File: src/rtl/core/rfpa_pkg.sv
// ----------------------------------------------------------------------------
// rfpa_pkg
// Shared types, operation codes and helpers for the RGBA fade/pulse animator.
// ----------------------------------------------------------------------------
package rfpa_pkg;

	localparam int NumCh     = 4;
	localparam int DivSteps  = 33;

	localparam logic [2:0] OP_TICK     = 3'd0;
	localparam logic [2:0] OP_FADE     = 3'd1;
	localparam logic [2:0] OP_FADE_RGB = 3'd2;
	localparam logic [2:0] OP_SET      = 3'd3;
	localparam logic [2:0] OP_PULSE    = 3'd4;

	localparam logic [2:0] REG_COLOR_A  = 3'd0;
	localparam logic [2:0] REG_COLOR_B  = 3'd1;
	localparam logic [2:0] REG_DURATION = 3'd2;
	localparam logic [2:0] REG_DELAY    = 3'd3;
	localparam logic [2:0] REG_EPSILON  = 3'd4;

	localparam logic [1:0] PH_TO_B   = 2'd0;
	localparam logic [1:0] PH_TO_A   = 2'd1;
	localparam logic [1:0] PH_DELAY  = 2'd2;

	localparam logic [31:0] FULL_LEVEL = 32'hFFFF_0000;

	typedef enum logic [3:0] {
		CMD_NONE,
		CMD_CAPTURE,
		CMD_TICK_MUL,
		CMD_TICK_ADD,
		CMD_PULSE,
		CMD_SRC_INPUT,
		CMD_SET_INPUT,
		CMD_SET_A,
		CMD_SET_SRC,
		CMD_DIFF,
		CMD_CHECK,
		CMD_DIV_START,
		CMD_DIV_WRITE,
		CMD_OUTPUT
	} cmd_code_t;

	typedef struct packed {
		cmd_code_t   code;
		logic [1:0]  ch;
	} dp_cmd_t;

	typedef struct packed {
		logic [2:0]  op;
		logic        fade_active;
		logic        pulse_active;
		logic [1:0]  phase;
		logic        dur_zero;
		logic        near;
		logic        same_run;
		logic        count4;
		logic        div_done;
	} dp_status_t;

	// floor(x / 257): x >> 8 overshoots by at most one
	function automatic logic [7:0] level_to_byte(input logic [15:0] x);
		logic [7:0]  q0;
		logic [15:0] p;
		begin
			q0 = x[15:8];
			p  = {q0, 8'h00} + {8'h00, q0};
			level_to_byte = (p <= x) ? q0 : q0 - 8'd1;
		end
	endfunction

endpackage

File: src/rtl/core/rfpa_div.sv
// ----------------------------------------------------------------------------
// rfpa_div
// Restoring divider, 33-bit dividend by 16-bit divisor, one quotient bit a cycle.
// ----------------------------------------------------------------------------
module rfpa_div (
	input  logic        clk,
	input  logic        arst_n,
	input  logic        start,
	input  logic [32:0] dividend,
	input  logic [15:0] divisor,
	output logic        done,
	output logic [32:0] quotient
);
	import rfpa_pkg::*;

	logic [32:0] num_q;
	logic [15:0] den_q;
	logic [15:0] rem_q;
	logic [5:0]  cnt_q;
	logic        busy_q;
	logic        done_q;
	logic [16:0] rem_next;
	logic        fits;

	assign rem_next = {rem_q, num_q[32]};
	assign fits     = rem_next >= {1'b0, den_q};

	always_ff @(posedge clk or negedge arst_n) begin
		if (!arst_n) begin
			busy_q <= 1'b0;
			done_q <= 1'b0;
			cnt_q  <= '0;
		end else begin
			done_q <= 1'b0;
			if (start) begin
				busy_q <= 1'b1;
				cnt_q  <= 6'(DivSteps);
			end else if (busy_q) begin
				cnt_q <= cnt_q - 6'd1;
				if (cnt_q == 6'd1) begin
					busy_q <= 1'b0;
					done_q <= 1'b1;
				end
			end
		end
	end

	always_ff @(posedge clk) begin
		if (start) begin
			num_q <= dividend;
			den_q <= divisor;
			rem_q <= '0;
		end else if (busy_q) begin
			num_q <= {num_q[31:0], fits};
			rem_q <= fits ? 16'(rem_next - {1'b0, den_q}) : rem_next[15:0];
		end
	end

	assign done     = done_q;
	assign quotient = num_q;

endmodule

File: src/rtl/core/rfpa_datapath.sv
// ----------------------------------------------------------------------------
// rfpa_datapath
// Channel levels, slopes, targets, pulse state and config; executes commands.
// ----------------------------------------------------------------------------
module rfpa_datapath (
	input  logic                 clk,
	input  logic                 arst_n,
	input  rfpa_pkg::dp_cmd_t    cmd,
	output rfpa_pkg::dp_status_t status,
	input  logic                 cfg_we,
	input  logic [2:0]           cfg_index,
	input  logic [63:0]          cfg_data,
	input  logic [2:0]           operation,
	input  logic [15:0]          target_red,
	input  logic [15:0]          target_green,
	input  logic [15:0]          target_blue,
	input  logic [15:0]          target_alpha,
	input  logic [15:0]          fade_ms,
	input  logic [15:0]          elapsed_ms,
	output logic [7:0]           red_byte,
	output logic [7:0]           green_byte,
	output logic [7:0]           blue_byte,
	output logic [7:0]           alpha_byte,
	output logic                 fading,
	output logic                 pulsing,
	output logic [1:0]           pulse_phase
);
	import rfpa_pkg::*;

	// config
	logic [63:0] color_a_q, color_b_q;
	logic [15:0] duration_q, delay_cfg_q, epsilon_q;

	// animator state
	logic [31:0]        level_q [NumCh];
	logic signed [32:0] slope_q [NumCh];
	logic [15:0]        tgt_q   [NumCh];
	logic               fade_active_q, pulse_active_q;
	logic [15:0]        fade_len_q, delay_left_q;
	logic [1:0]         phase_q;
	logic               near_q, same_q, all_hit_q;

	// per-item working registers
	logic [2:0]         op_q;
	logic [15:0]        in_tgt_q  [NumCh];
	logic [15:0]        ms_q, in_dur_q;
	logic [15:0]        src_tgt_q [NumCh];
	logic [15:0]        src_dur_q;
	logic               count4_q;
	logic signed [32:0] d_q [NumCh];
	logic signed [49:0] prod_s1;

	logic [7:0] red_q, green_q, blue_q, alpha_q;
	logic       fading_q, pulsing_q;
	logic [1:0] phase_out_q;

	logic [1:0]  ch;
	logic [15:0] color_a [NumCh];
	logic [15:0] color_b [NumCh];

	assign ch = cmd.ch;

	always_comb begin
		for (int i = 0; i < NumCh; i++) begin
			color_a[i] = color_a_q[63 - 16*i -: 16];
			color_b[i] = color_b_q[63 - 16*i -: 16];
		end
	end

	// difference toward the source target
	logic signed [32:0] d_c;
	logic [32:0]        absd_c, eps_ext, absd_q_c, dividend;
	logic               near_c, same_c, same_run;

	assign d_c      = $signed({1'b0, src_tgt_q[ch], 16'h0000}) - $signed({1'b0, level_q[ch]});
	assign absd_c   = d_c[32] ? 33'(-d_c) : 33'(d_c);
	assign eps_ext  = {1'b0, epsilon_q, 16'h0000};
	assign near_c   = (ch == 2'd3) ? (absd_c <= eps_ext) : (absd_c < eps_ext);
	assign same_c   = src_tgt_q[ch] == tgt_q[ch];
	assign same_run = fade_active_q && same_q && (fade_len_q == src_dur_q);
	assign absd_q_c = d_q[ch][32] ? 33'(-d_q[ch]) : 33'(d_q[ch]);
	assign dividend = absd_q_c + {17'h0, src_dur_q} - 33'd1;

	// tick update of one channel
	logic signed [50:0] v_c, t_c, vs_c;
	logic               hit_c;
	logic [31:0]        new_level;

	always_comb begin
		v_c   = $signed({19'h0, level_q[ch]}) + 51'(prod_s1);
		t_c   = $signed({19'h0, tgt_q[ch], 16'h0000});
		hit_c = slope_q[ch][32] ? (v_c <= t_c) : (v_c >= t_c);
		vs_c  = hit_c ? t_c : v_c;
		if (vs_c < 0)
			new_level = '0;
		else if (vs_c > $signed({19'h0, FULL_LEVEL}))
			new_level = FULL_LEVEL;
		else
			new_level = vs_c[31:0];
	end

	logic        div_done;
	logic [32:0] quot;

	rfpa_div u_div (
		.clk      (clk),
		.arst_n   (arst_n),
		.start    (cmd.code == CMD_DIV_START),
		.dividend (dividend),
		.divisor  (src_dur_q),
		.done     (div_done),
		.quotient (quot)
	);

	// control state and animator registers
	always_ff @(posedge clk or negedge arst_n) begin
		if (!arst_n) begin
			color_a_q      <= '0;
			color_b_q      <= '0;
			duration_q     <= '0;
			delay_cfg_q    <= '0;
			epsilon_q      <= 16'd1;
			for (int i = 0; i < NumCh; i++) begin
				level_q[i] <= '0;
				slope_q[i] <= '0;
				tgt_q[i]   <= '0;
			end
			fade_active_q  <= 1'b0;
			pulse_active_q <= 1'b0;
			fade_len_q     <= '0;
			delay_left_q   <= '0;
			phase_q        <= PH_TO_B;
			near_q         <= 1'b0;
			same_q         <= 1'b0;
			all_hit_q      <= 1'b0;
			count4_q       <= 1'b1;
		end else begin
			if (cfg_we) begin
				case (cfg_index)
					REG_COLOR_A:  color_a_q   <= cfg_data;
					REG_COLOR_B:  color_b_q   <= cfg_data;
					REG_DURATION: duration_q  <= cfg_data[15:0];
					REG_DELAY:    delay_cfg_q <= cfg_data[15:0];
					REG_EPSILON:  epsilon_q   <= cfg_data[15:0];
					default: ;
				endcase
			end
			case (cmd.code)
				CMD_TICK_ADD: begin
					level_q[ch] <= new_level;
					all_hit_q   <= (ch == 2'd0) ? hit_c : (all_hit_q & hit_c);
					if (ch == 2'd3 && all_hit_q && hit_c)
						fade_active_q <= 1'b0;
				end
				CMD_PULSE: begin
					case (phase_q)
						PH_TO_B: begin
							count4_q <= 1'b1;
							phase_q  <= PH_TO_A;
						end
						PH_TO_A: begin
							count4_q     <= 1'b1;
							phase_q      <= PH_DELAY;
							delay_left_q <= delay_cfg_q;
						end
						default: begin
							if (ms_q >= delay_left_q) begin
								delay_left_q <= '0;
								phase_q      <= PH_TO_B;
							end else begin
								delay_left_q <= delay_left_q - ms_q;
							end
						end
					endcase
				end
				CMD_SRC_INPUT: count4_q <= (op_q == OP_FADE);
				CMD_SET_INPUT: begin
					for (int i = 0; i < NumCh; i++)
						level_q[i] <= {in_tgt_q[i], 16'h0000};
					fade_active_q <= 1'b0;
				end
				CMD_SET_A: begin
					for (int i = 0; i < NumCh; i++)
						level_q[i] <= {color_a[i], 16'h0000};
					fade_active_q <= 1'b0;
					if (duration_q != 16'd0) begin
						phase_q        <= PH_TO_B;
						delay_left_q   <= '0;
						pulse_active_q <= 1'b1;
					end
				end
				CMD_SET_SRC: begin
					for (int i = 0; i < NumCh; i++)
						if (i < 3 || count4_q)
							level_q[i] <= {src_tgt_q[i], 16'h0000};
					fade_active_q <= 1'b0;
				end
				CMD_DIFF: begin
					near_q <= (ch == 2'd0) ? near_c : (near_q & near_c);
					same_q <= (ch == 2'd0) ? same_c : (same_q & same_c);
				end
				CMD_CHECK: begin
					if (near_q) begin
						fade_active_q <= 1'b0;
					end else if (!same_run) begin
						fade_active_q <= 1'b1;
						fade_len_q    <= src_dur_q;
						if (!count4_q) begin
							tgt_q[3]   <= level_q[3][31:16];
							slope_q[3] <= '0;
						end
					end
				end
				CMD_DIV_WRITE: begin
					tgt_q[ch]   <= src_tgt_q[ch];
					slope_q[ch] <= d_q[ch][32] ? $signed(33'(-quot)) : $signed(quot);
				end
				default: ;
			endcase
		end
	end

	// working registers, no reset needed
	always_ff @(posedge clk) begin
		case (cmd.code)
			CMD_CAPTURE: begin
				op_q        <= operation;
				in_tgt_q[0] <= target_red;
				in_tgt_q[1] <= target_green;
				in_tgt_q[2] <= target_blue;
				in_tgt_q[3] <= target_alpha;
				in_dur_q    <= fade_ms;
				ms_q        <= elapsed_ms;
			end
			CMD_TICK_MUL: prod_s1 <= slope_q[ch] * $signed({1'b0, ms_q});
			CMD_PULSE: begin
				src_dur_q <= {1'b0, duration_q[15:1]};
				for (int i = 0; i < NumCh; i++)
					src_tgt_q[i] <= (phase_q == PH_TO_B) ? color_b[i] : color_a[i];
			end
			CMD_SRC_INPUT: begin
				src_dur_q <= in_dur_q;
				for (int i = 0; i < NumCh; i++)
					src_tgt_q[i] <= in_tgt_q[i];
			end
			CMD_DIFF: d_q[ch] <= d_c;
			CMD_OUTPUT: begin
				red_q       <= level_to_byte(level_q[0][31:16]);
				green_q     <= level_to_byte(level_q[1][31:16]);
				blue_q      <= level_to_byte(level_q[2][31:16]);
				alpha_q     <= level_to_byte(level_q[3][31:16]);
				fading_q    <= fade_active_q;
				pulsing_q   <= pulse_active_q;
				phase_out_q <= phase_q;
			end
			default: ;
		endcase
	end

	always_comb begin
		status.op           = op_q;
		status.fade_active  = fade_active_q;
		status.pulse_active = pulse_active_q;
		status.phase        = phase_q;
		status.dur_zero     = src_dur_q == 16'd0;
		status.near         = near_q;
		status.same_run     = same_run;
		status.count4       = count4_q;
		status.div_done     = div_done;
	end

	assign red_byte    = red_q;
	assign green_byte  = green_q;
	assign blue_byte   = blue_q;
	assign alpha_byte  = alpha_q;
	assign fading      = fading_q;
	assign pulsing     = pulsing_q;
	assign pulse_phase = phase_out_q;

endmodule

File: src/rtl/core/rfpa_ctrl.sv
// ----------------------------------------------------------------------------
// rfpa_ctrl
// Sequencer: walks the channels for tick, fade setup and slope division.
// ----------------------------------------------------------------------------
module rfpa_ctrl (
	input  logic                 clk,
	input  logic                 arst_n,
	input  logic                 in_valid,
	output logic                 in_ready,
	output logic                 out_valid,
	input  logic                 out_ready,
	input  rfpa_pkg::dp_status_t status,
	output rfpa_pkg::dp_cmd_t    cmd
);
	import rfpa_pkg::*;

	typedef enum logic [3:0] {
		S_IDLE,
		S_DISPATCH,
		S_TICK_MUL,
		S_TICK_ADD,
		S_PULSE,
		S_FADE_START,
		S_DIFF,
		S_CHECK,
		S_DIV_GO,
		S_DIV_WAIT,
		S_DONE
	} state_t;

	state_t     state_q;
	logic [1:0] ch_q;
	logic       out_valid_q;
	logic [1:0] last_ch;
	logic       out_free;
	logic       pulse_go;

	assign last_ch  = status.count4 ? 2'd3 : 2'd2;
	assign out_free = !out_valid_q || out_ready;
	assign pulse_go = status.pulse_active && !status.fade_active;
	assign in_ready = state_q == S_IDLE;

	always_comb begin
		cmd.ch   = ch_q;
		cmd.code = CMD_NONE;
		case (state_q)
			S_IDLE:     if (in_valid) cmd.code = CMD_CAPTURE;
			S_DISPATCH: begin
				case (status.op)
					OP_FADE, OP_FADE_RGB: cmd.code = CMD_SRC_INPUT;
					OP_SET:               cmd.code = CMD_SET_INPUT;
					OP_PULSE:             cmd.code = CMD_SET_A;
					default:              cmd.code = CMD_NONE;
				endcase
			end
			S_TICK_MUL:   cmd.code = CMD_TICK_MUL;
			S_TICK_ADD:   cmd.code = CMD_TICK_ADD;
			S_PULSE:      if (pulse_go) cmd.code = CMD_PULSE;
			S_FADE_START: if (status.dur_zero) cmd.code = CMD_SET_SRC;
			S_DIFF:       cmd.code = CMD_DIFF;
			S_CHECK:      cmd.code = CMD_CHECK;
			S_DIV_GO:     cmd.code = CMD_DIV_START;
			S_DIV_WAIT:   if (status.div_done) cmd.code = CMD_DIV_WRITE;
			S_DONE:       if (out_free) cmd.code = CMD_OUTPUT;
			default:      cmd.code = CMD_NONE;
		endcase
	end

	always_ff @(posedge clk or negedge arst_n) begin
		if (!arst_n) begin
			state_q     <= S_IDLE;
			ch_q        <= '0;
			out_valid_q <= 1'b0;
		end else begin
			// held beat stays until taken; a new one loads when the register is free
			out_valid_q <= (out_valid_q && !out_ready) || (state_q == S_DONE && out_free);
			case (state_q)
				S_IDLE: if (in_valid) state_q <= S_DISPATCH;
				S_DISPATCH: begin
					ch_q <= '0;
					case (status.op)
						OP_TICK:              state_q <= status.fade_active ? S_TICK_MUL : S_PULSE;
						OP_FADE, OP_FADE_RGB: state_q <= S_FADE_START;
						default:              state_q <= S_DONE;
					endcase
				end
				S_TICK_MUL: state_q <= S_TICK_ADD;
				S_TICK_ADD: begin
					if (ch_q == 2'd3) begin
						state_q <= S_PULSE;
					end else begin
						ch_q    <= ch_q + 2'd1;
						state_q <= S_TICK_MUL;
					end
				end
				S_PULSE: begin
					ch_q <= '0;
					if (pulse_go && (status.phase == PH_TO_B || status.phase == PH_TO_A))
						state_q <= S_FADE_START;
					else
						state_q <= S_DONE;
				end
				S_FADE_START: begin
					ch_q    <= '0;
					state_q <= status.dur_zero ? S_DONE : S_DIFF;
				end
				S_DIFF: begin
					if (ch_q == last_ch) begin
						state_q <= S_CHECK;
					end else begin
						ch_q <= ch_q + 2'd1;
					end
				end
				S_CHECK: begin
					ch_q    <= '0;
					state_q <= (status.near || status.same_run) ? S_DONE : S_DIV_GO;
				end
				S_DIV_GO: state_q <= S_DIV_WAIT;
				S_DIV_WAIT: begin
					if (status.div_done) begin
						if (ch_q == last_ch) begin
							state_q <= S_DONE;
						end else begin
							ch_q    <= ch_q + 2'd1;
							state_q <= S_DIV_GO;
						end
					end
				end
				S_DONE: begin
					if (out_free)
						state_q <= S_IDLE;
				end
				default: state_q <= S_IDLE;
			endcase
		end
	end

	assign out_valid = out_valid_q;

endmodule

File: src/rtl/core/rgba_fade_pulse_animator_unit.sv
// ----------------------------------------------------------------------------
// rgba_fade_pulse_animator_unit
// Four-channel color level with linear fades and a repeating A-B-A pulse.
// ----------------------------------------------------------------------------
// Usage:
//   Input channel (in_valid/in_ready) takes one command beat: a tick with the
//   elapsed milliseconds, a fade, a direct color set or a pulse start. Every
//   input beat yields exactly one output beat (out_valid/out_ready) with the
//   four channels as bytes and the fade/pulse flags after the command.
//   Config channel (cfg_valid/cfg_ready) is always ready; write only while
//   the unit is idle. Indexes: 0 color A, 1 color B, 2 pulse period,
//   3 repeat delay, 4 epsilon.
//   A tick with a fade updates each channel in turn (multiply, then add). A
//   fade that sets new slopes runs a shared bit-serial divider once per
//   channel, and a tick that ends a fade can start the next pulse leg. One
//   command is processed at a time.
//   After reset all levels are zero, no fade or pulse runs, epsilon is 1.
//   If the receiver stalls, the finished beat is held in the output register
//   and the next command is already accepted and processed; its result waits
//   until the held beat is taken.
// ----------------------------------------------------------------------------
module rgba_fade_pulse_animator_unit (
	input  logic        clk,
	input  logic        arst_n,
	input  logic        in_valid,
	output logic        in_ready,
	input  logic [2:0]  operation,
	input  logic [15:0] target_red,
	input  logic [15:0] target_green,
	input  logic [15:0] target_blue,
	input  logic [15:0] target_alpha,
	input  logic [15:0] fade_ms,
	input  logic [15:0] elapsed_ms,
	output logic        out_valid,
	input  logic        out_ready,
	output logic [7:0]  red_byte,
	output logic [7:0]  green_byte,
	output logic [7:0]  blue_byte,
	output logic [7:0]  alpha_byte,
	output logic        fading,
	output logic        pulsing,
	output logic [1:0]  pulse_phase,
	input  logic        cfg_valid,
	output logic        cfg_ready,
	input  logic [2:0]  cfg_index,
	input  logic [63:0] cfg_data
);
	import rfpa_pkg::*;

	dp_cmd_t    cmd;
	dp_status_t status;

	assign cfg_ready = 1'b1;

	rfpa_ctrl u_ctrl (
		.clk       (clk),
		.arst_n    (arst_n),
		.in_valid  (in_valid),
		.in_ready  (in_ready),
		.out_valid (out_valid),
		.out_ready (out_ready),
		.status    (status),
		.cmd       (cmd)
	);

	rfpa_datapath u_dp (
		.clk          (clk),
		.arst_n       (arst_n),
		.cmd          (cmd),
		.status       (status),
		.cfg_we       (cfg_valid && cfg_ready),
		.cfg_index    (cfg_index),
		.cfg_data     (cfg_data),
		.operation    (operation),
		.target_red   (target_red),
		.target_green (target_green),
		.target_blue  (target_blue),
		.target_alpha (target_alpha),
		.fade_ms      (fade_ms),
		.elapsed_ms   (elapsed_ms),
		.red_byte     (red_byte),
		.green_byte   (green_byte),
		.blue_byte    (blue_byte),
		.alpha_byte   (alpha_byte),
		.fading       (fading),
		.pulsing      (pulsing),
		.pulse_phase  (pulse_phase)
	);

endmodule

File: config.mk
export PLATFORM = sky130hd
export DESIGN_NAME = rgba_fade_pulse_animator_unit
export DESIGN_NICKNAME = d
export VERILOG_FILES = /design/src/rtl/core/rfpa_pkg.sv /design/src/rtl/core/rfpa_div.sv /design/src/rtl/core/rfpa_datapath.sv /design/src/rtl/core/rfpa_ctrl.sv /design/src/rtl/core/rgba_fade_pulse_animator_unit.sv
export SDC_FILE = /design/constraint.sdc
export NUM_CORES = 2
export LEC_CHECK = 0
export ABC_AREA = 1
export BUFFER_PORTS_ARGS = -buffer_cell sky130_fd_sc_hd__clkbuf_2
export CAP_MARGIN = 15
export CELL_PAD_IN_SITES_DETAIL_PLACEMENT = 0
export CELL_PAD_IN_SITES_GLOBAL_PLACEMENT = 1
export CORE_ASPECT_RATIO = 1.1
export CORE_UTILIZATION = 35
export DETAILED_ROUTE_END_ITERATION = 16
export GPL_TIMING_DRIVEN = 0
export PLACE_DENSITY = 0.74
export SLEW_MARGIN = 20
export SYNTH_ARGS = -nofsm -noshare
export SYNTH_HDL_FRONTEND = slang
export SYNTH_SLANG_ARGS = --single-unit
export TNS_END_PERCENT = 1
File: constraint.sdc
create_clock -name clk -period 8.5 [get_ports clk]
set_clock_uncertainty 0.05 [all_clocks]
set_input_delay 2.55 -clock clk [delete_from_list [all_inputs] [get_ports clk]]
set_output_delay 2.55 -clock clk [all_outputs]
set_load 0.03 [all_outputs]
Word level (Yosys, flattened, before mapping)

Memories as Yosys holds them, arrays and structs flattened.
Cells that the tools add are included.

Muxes and demuxes: 109
$lt $le $gt $ge: 14
Bitwise operators: 10
$add $sub $neg: 19
Equal/unequal tests: 52
Reductions and logical operators: 49
$mul: 1

Operators by type and width:

| kind                 | number |
|---|---|
| $pmux 128 s4         | 1 |
| $mux 33              | 11 |
| $mux 16              | 17 |
| $mux 32              | 6 |
| $bwmux 132           | 1 |
| $bwmux 128           | 1 |
| $pmux 16 s2          | 4 |
| $neg 33->33          | 3 |
| $pmux 4 s11          | 2 |
| $bmux 33 s2          | 1 |
| $demux 33 s2         | 1 |
| $pmux 33 s2          | 1 |
| $add 16x8->16        | 4 |
| $bmux 32 s2          | 1 |
| $bwmux 64            | 1 |
| $demux 32 s2         | 1 |
| $le 16x16->1         | 4 |
| $add 33x50->51       | 1 |
| $ge 51x33->1         | 1 |
| $gt 51x33->1 const B | 1 |
| $le 51x33->1         | 1 |
| $lt 51x1->1 const B  | 1 |
| $mux 51              | 1 |
| $mul 33x17->50       | 1 |
| other kinds (64)     | 187 |

Bits in writable memories: 260
Input port bits: 171
Word-level logic and storage cells: 304
Output and inout bits: 39
Bits in registers: 757
Memories kept: 3

Memory list:

| name           | depth | width | rd ports | clocked after memory_dff | wr ports | RTL line            | text |
|---|---|---|---|---|---|---|---|
| u_dp.d_q       | 4     | 33    | 1        | 0                        | 1        | rfpa_datapath.sv:50 | `logic signed [32:0] d_q [NumCh];` |
| u_dp.in_tgt_q  | 4     | 16    | 4        | 0                        | 4        | rfpa_datapath.sv:45 | `logic [15:0] in_tgt_q [NumCh];` |
| u_dp.src_tgt_q | 4     | 16    | 5        | 0                        | 4        | rfpa_datapath.sv:47 | `logic [15:0] src_tgt_q [NumCh];` |

Longest topological paths before layout

Depth after elaboration: 13
Mapped depth: 55
Mapped depth without buffers: 45

Modules after synthesis

A second synthesis with hierarchy kept.

Cells, all modules: 8720
Area total of the unflattened synthesis: 73772.0 sq um

By module, submodules not included:

| module                        | area each (sq um) | seq. area each (sq um) | cells an instance | times used |
|---|---|---|---|---|
| rfpa_datapath                 | 68858.5           | 25436.9                | 8061              | 1 |
| rfpa_div                      | 4139.0            | 1991.9                 | 520               | 1 |
| rfpa_ctrl                     | 763.2             | 175.2                  | 137               | 1 |
| rgba_fade_pulse_animator_unit | 11.3              | 0.0                    | 2                 | 1 |

Worst setup path after synthesis

No wires, ideal clock.

Path type: reg-to-reg
From: reg u_ctrl.ch_q[0]
To: reg u_dp.prod_s1[47], data pin
Arrival: 8.160 ns
Required time: 8.188 ns
Cell stages (with the launch flop): 42
Setup time: 0.262 ns
Period minus slack after synthesis: 8.472 ns
Setup slack: 0.028 ns
Path buffers: 9
Cell sequence: dfrtp_1 inv_2 buf_2 buf_2 buf_4 buf_4 buf_2 buf_4 buf_2 clkbuf_1 clkbuf_1 nand2_1 o211ai_1 nand2_1 inv_1 nand2_1 fa_1 inv_1 [... 6 more ...] fa_1 ha_1 a21oi_1 a21boi_0 o21ai_0 a21oi_1 o21a_1 o21ai_0 nand2_1 nand2_1 nand3_1 nand2_1 nand3_1 nand2_1 nand2_1 nand2_1 a21oi_1 xor2_1

Longest elaborated chain between the ends: 5

Ends and longest elaborated chain:

| item                                        | RTL line             | text |
|---|---|---|
| from (decl)                                 | rfpa_ctrl.sv:32      | `logic [1:0] ch_q;` |
| from (signal assigned)                      | rfpa_ctrl.sv:92      | `ch_q <= ch_q + 2'd1;` |
| from (signal assigned)                      | rfpa_ctrl.sv:111     | `ch_q <= ch_q + 2'd1;` |
| from (signal assigned)                      | rfpa_ctrl.sv:124     | `ch_q <= ch_q + 2'd1;` |
| $not 2->3 (not written as such)             | rfpa_datapath.sv:235 | `CMD_TICK_MUL: prod_s1 <= slope_q[ch] * $signed({1'b0, ms_q});` |
| $bmux 33 s2                                 | rfpa_datapath.sv:235 |  |
| $mux 33 (not written as such) (2 in series) | rfpa_datapath.sv:235 |  |
| $mul 33x17->50                              | rfpa_datapath.sv:235 |  |
| to (signal assigned)                        | rfpa_datapath.sv:235 |  |
| to (decl)                                   | rfpa_datapath.sv:51  | `logic signed [49:0] prod_s1;` |

Every way passes these cells. The select of a mux whose other input is x is not followed.
A chain may end at the register's enable or synchronous reset.

Worst setup path in the final report

From: reg u_ctrl.ch_q[0]
To: reg u_dp.prod_s1[46], data pin

Same word-level chain as after synthesis.

==> impl_metrics.ini <==
[outcome]
outcome = finished with violations
failed_checks = DRC

[clock_tree]
clk_latency_ns = 0.78
cts.root.buffer_cell = sky130_fd_sc_hd__clkbuf_16
post_cts_hold_buffer_count = 0
numCtsBuffers = 113
cts_tree = yes
cts-root-to-sink-buffers = 3
clk_pin_slew_worst_paths_ns = 0.06
cts_sink_count = 1017
cts.htree.levels = 3

[critical_path]
cp_data_arrival_time_ns = 8.80
cp-start-kind = flop
crit_path_max_incr_delay_ns = 0.57
end_kind = flop
criticalPathCategory = flop to flop
cp_dominant_cell_by_count = sky130_fd_sc_hd__fa_1
crit_path_top_delay_cell = sky130_fd_sc_hd__fa_1
cp_max_fo = 19
crit_required_ns = 8.89

[placed_design]
routabilityCongestion = 0.993
post-dp-hpwl_um = 235000
placed_cells_incl_taps = 11600
io_buffers = 208

[global_routing]
groute.usage.overall_pct = 27.2
grt_max_degree = 87
global_route.overflow_total = 0
global_route_wire_length_before_repair_um = 420000
grt_antenna_before_repair = 24
first_global_vias = 62000

[floorplanning]
die_w_um = 437
placement_rows = 175
ios = 210
floorplan.die_area_um2 = 210000
die_h_um = 481
placeableCoreArea_um2 = 207000
start_util_pct = 35.3

[logic_synthesis]
synthFlopType = sky130_fd_sc_hd__dfrtp_1
post_synth_num_cell_types = 73
synth.ff_latch_count = 1017
postSynthAreaPerCell_um2 = 8.46
post_synth_inst_count = 8629
ys.warnings.count = 0
synth_enable_flop_cells = 446
synth.net_count = 9630
synth_async_sr_flop_share_pct = 54.6
ys_seq_area_share_pct = 37.8
post_synth_instance_area_um2 = 73000

[finish]
share_of_cells_above_drive_strength_1_pct = 8.63
nNetsFinal = 10000
fill_cells = 20900
instances_no_fill = 11800
area_growth_syn_to_layout_pct = 14.1
fin_util_pct = 40.3

[sta]
slew_violations = 0
timing.final.crit_share_pct = 98.9
fmaxAchievable_mhz = 119
worst_pin_slew_ns = 1.33
unrepaired_setup_endpoints_after_global_routing = true
max-slew-margin-rel_pct = 11.0
timing.final.setup_violations = 0
hold_viol = 0
timing.setup.tns_ns = 0
timing.final.crit_period_ns = 8.41

[hold_path]
holdCritPathClass = flop to flop

[routing]
detailedRoute.firstIterationViolations = 6397
detailroute.via_count = 62800
routed_wire_length_per_instance_um = 24.4
drt-vias-per-instance = 5.30
detail_route.first_pass.iterations = 14
totalWireLength_um = 289000
drcViolationCount = 22
ant_nets = 0

[run]
maxCapViolations = 0
cell usage after synthesis, types with 167 or more instances:
master	n	share of area [%]
sky130_fd_sc_hd__inv_1	1352	7.0
sky130_fd_sc_hd__ha_1	323	5.5
sky130_fd_sc_hd__clkbuf_1	267	1.4
sky130_fd_sc_hd__edfxtp_1	446	18
sky130_fd_sc_hd__a21oi_1	343	2.4
sky130_fd_sc_hd__xor2_1	167	2.0
sky130_fd_sc_hd__nand2_1	2110	11
sky130_fd_sc_hd__fa_1	507	14
sky130_fd_sc_hd__nand3_1	213	1.5
sky130_fd_sc_hd__nor2_1	706	3.6
sky130_fd_sc_hd__dfrtp_1	553	19
sky130_fd_sc_hd__o21ai_0	567	3.9
cells in the final DEF (no fill, tap or decap), types with 17 or more instances in the layout:
master / netlist / routed
sky130_fd_sc_hd__clkbuf_1: 267 / 253
sky130_fd_sc_hd__buf_12: 1 / 17
sky130_fd_sc_hd__nand3_1: 213 / 211
sky130_fd_sc_hd__xor2_1: 167 / 165
sky130_fd_sc_hd__a32oi_1: 37 / 23
sky130_fd_sc_hd__nor2_2: 19 / 24
sky130_fd_sc_hd__nor4_1: 28 / 28
sky130_fd_sc_hd__nor2_1: 706 / 694
sky130_fd_sc_hd__fa_1: 507 / 501
sky130_fd_sc_hd__a21oi_1: 343 / 330
sky130_fd_sc_hd__o21ai_0: 567 / 554
sky130_fd_sc_hd__o211ai_1: 45 / 45
sky130_fd_sc_hd__clkbuf_16: 0 / 118
sky130_fd_sc_hd__buf_4: 14 / 57
sky130_fd_sc_hd__buf_6: 7 / 18
sky130_fd_sc_hd__nand2_2: 24 / 43
sky130_fd_sc_hd__edfxtp_1: 446 / 446
sky130_fd_sc_hd__o21ai_1: 99 / 108
sky130_fd_sc_hd__inv_2: 20 / 22
sky130_fd_sc_hd__a22o_1: 59 / 59
sky130_fd_sc_hd__nor3_1: 59 / 59
sky130_fd_sc_hd__clkbuf_2: 0 / 215
sky130_fd_sc_hd__a31oi_1: 79 / 79
sky130_fd_sc_hd__o22ai_1: 70 / 70
sky130_fd_sc_hd__ha_1: 323 / 310
sky130_fd_sc_hd__buf_2: 32 / 18
sky130_fd_sc_hd__inv_1: 1352 / 1346
sky130_fd_sc_hd__clkinv_1: 25 / 20
sky130_fd_sc_hd__nand2_1: 2110 / 2077
sky130_fd_sc_hd__a221oi_1: 50 / 50
sky130_fd_sc_hd__a32o_1: 35 / 35
sky130_fd_sc_hd__clkinv_2: 0 / 27
sky130_fd_sc_hd__nand4_1: 47 / 47
sky130_fd_sc_hd__xnor2_1: 115 / 114
sky130_fd_sc_hd__nand2_4: 10 / 24
sky130_fd_sc_hd__dfrtp_1: 553 / 552
worst max-delay path: cells and delay by family, from the launching register on:
kind | cells | cell delay, ns
buffers and inverters | 11 | 1.83
DFF | 1 | 0.48
and+or+nand+nor | 7 | 1.28
AOI/OAI and AO/OA | 3 | 0.60
adders and majority gates | 7 | 3.54
xor gates and xnor gates | 1 | 0.19
final timing paths:
path,endpoint,slack [ns],startpoint,cells after the start
min,u_dp.tgt_q[24],0.42,u_dp.tgt_q[24],2
max reg2reg,u_dp.prod_s1[46],0.09,u_ctrl.ch_q[0],29
max in group asynchronous,u_dp.slope_q[52],5.37,arst_n,3
max,u_dp.prod_s1[46],0.09,u_ctrl.ch_q[0],29
min reg2reg,u_dp.tgt_q[24],0.42,u_dp.tgt_q[24],2
min in group asynchronous,u_dp.color_b[51],1.71,arst_n,1
state kept, by name, summed over array words and instances, names as in the netlist, 16 cells and up:
| name | cells |
|---|---|
| u_dp.color_a | 64 |
| u_dp.color_b | 64 |
| u_dp.d_q | 132 |
| u_dp.delay_cfg_q | 16 |
| u_dp.delay_left_q | 16 |
| u_dp.duration_q | 16 |
| u_dp.epsilon_q | 16 |
| u_dp.fade_len_q | 16 |
| u_dp.in_dur_q | 16 |
| u_dp.in_tgt_q | 64 |
| u_dp.level_q | 128 |
| u_dp.ms_q | 16 |
| u_dp.prod_s1 | 50 |
| u_dp.slope_q | 132 |
| u_dp.src_dur_q | 16 |
| u_dp.src_tgt_q | 64 |
| u_dp.tgt_q | 64 |
| u_dp.u_div.den_q | 16 |
| u_dp.u_div.quotient | 33 |
| u_dp.u_div.rem_q | 16 |
metal layers:
layer  up-vias  wire [um]  global-route usage [%]
met4        20      10600                    9.12
met5         -        131                       0
met1     31400     126000                    38.0
met2      2461     127000                    41.6
li1      28500          -                       -
met3       432      25600                    5.75
final cells by class:
| cell class | count | area (um2) | area share [%] |
|---|---|---|---|
| multi-input combinational | 5869 | 39400 | 47.3 |
| sequential | 1017 | 27600 | 33.1 |
| inverter | 1397 | 5300 | 6.36 |
| tap | 2743 | 3430 | 4.12 |
| clock buffer | 147 | 3110 | 3.73 |
| timing repair buffer | 275 | 1950 | 2.34 |
| buffer | 332 | 1750 | 2.10 |
| clock inverter | 62 | 723 | 0.868 |
| antenna | 6 | 15.0 | 0.0180 |
metrics by stage:
step	hold slack, ns	instance area, um2	setup slack (ns)
6_report	0.420	83300	0.0941
2_1_floorplan	0.372	73000	0.0281
4_1_cts	0.418	82700	0.00504
3_5_place_dp	0.404	78100	-3.21
5_1_grt	0.434	83300	-0.0545
3_3_place_gp	0.397	77400	-8.58
kinds of logic (layout without fill, tap and decap cells):
logic type / Yosys count / in the layout / share of synthesized area [%]
other: 1 / 7 / 0.00514
AND/OR/NAND/NOR: 3260 / 3260 / 18.0
adder cells (fa/ha/maj): 830 / 830 / 19.4
XOR/XNOR: 282 / 282 / 3.38
buffers and inverters: 1743 / 2213 / 9.19
AO/OA/AOI/OAI: 1496 / 1496 / 12.1
flip-flops: 1017 / 1017 / 37.8
what timing repair did:
action,in CTS,in global routing
resized for setup,216,110
gates cloned,1,1
endpoints found under the setup margin,181,146
hold endpoints to repair,0,0
pin swaps,10,24
buffers inserted,13,29
Power is left out: the tool's default activity adds up to more than one toggle a clock period on the data nets, which glitch-free logic cannot reach.
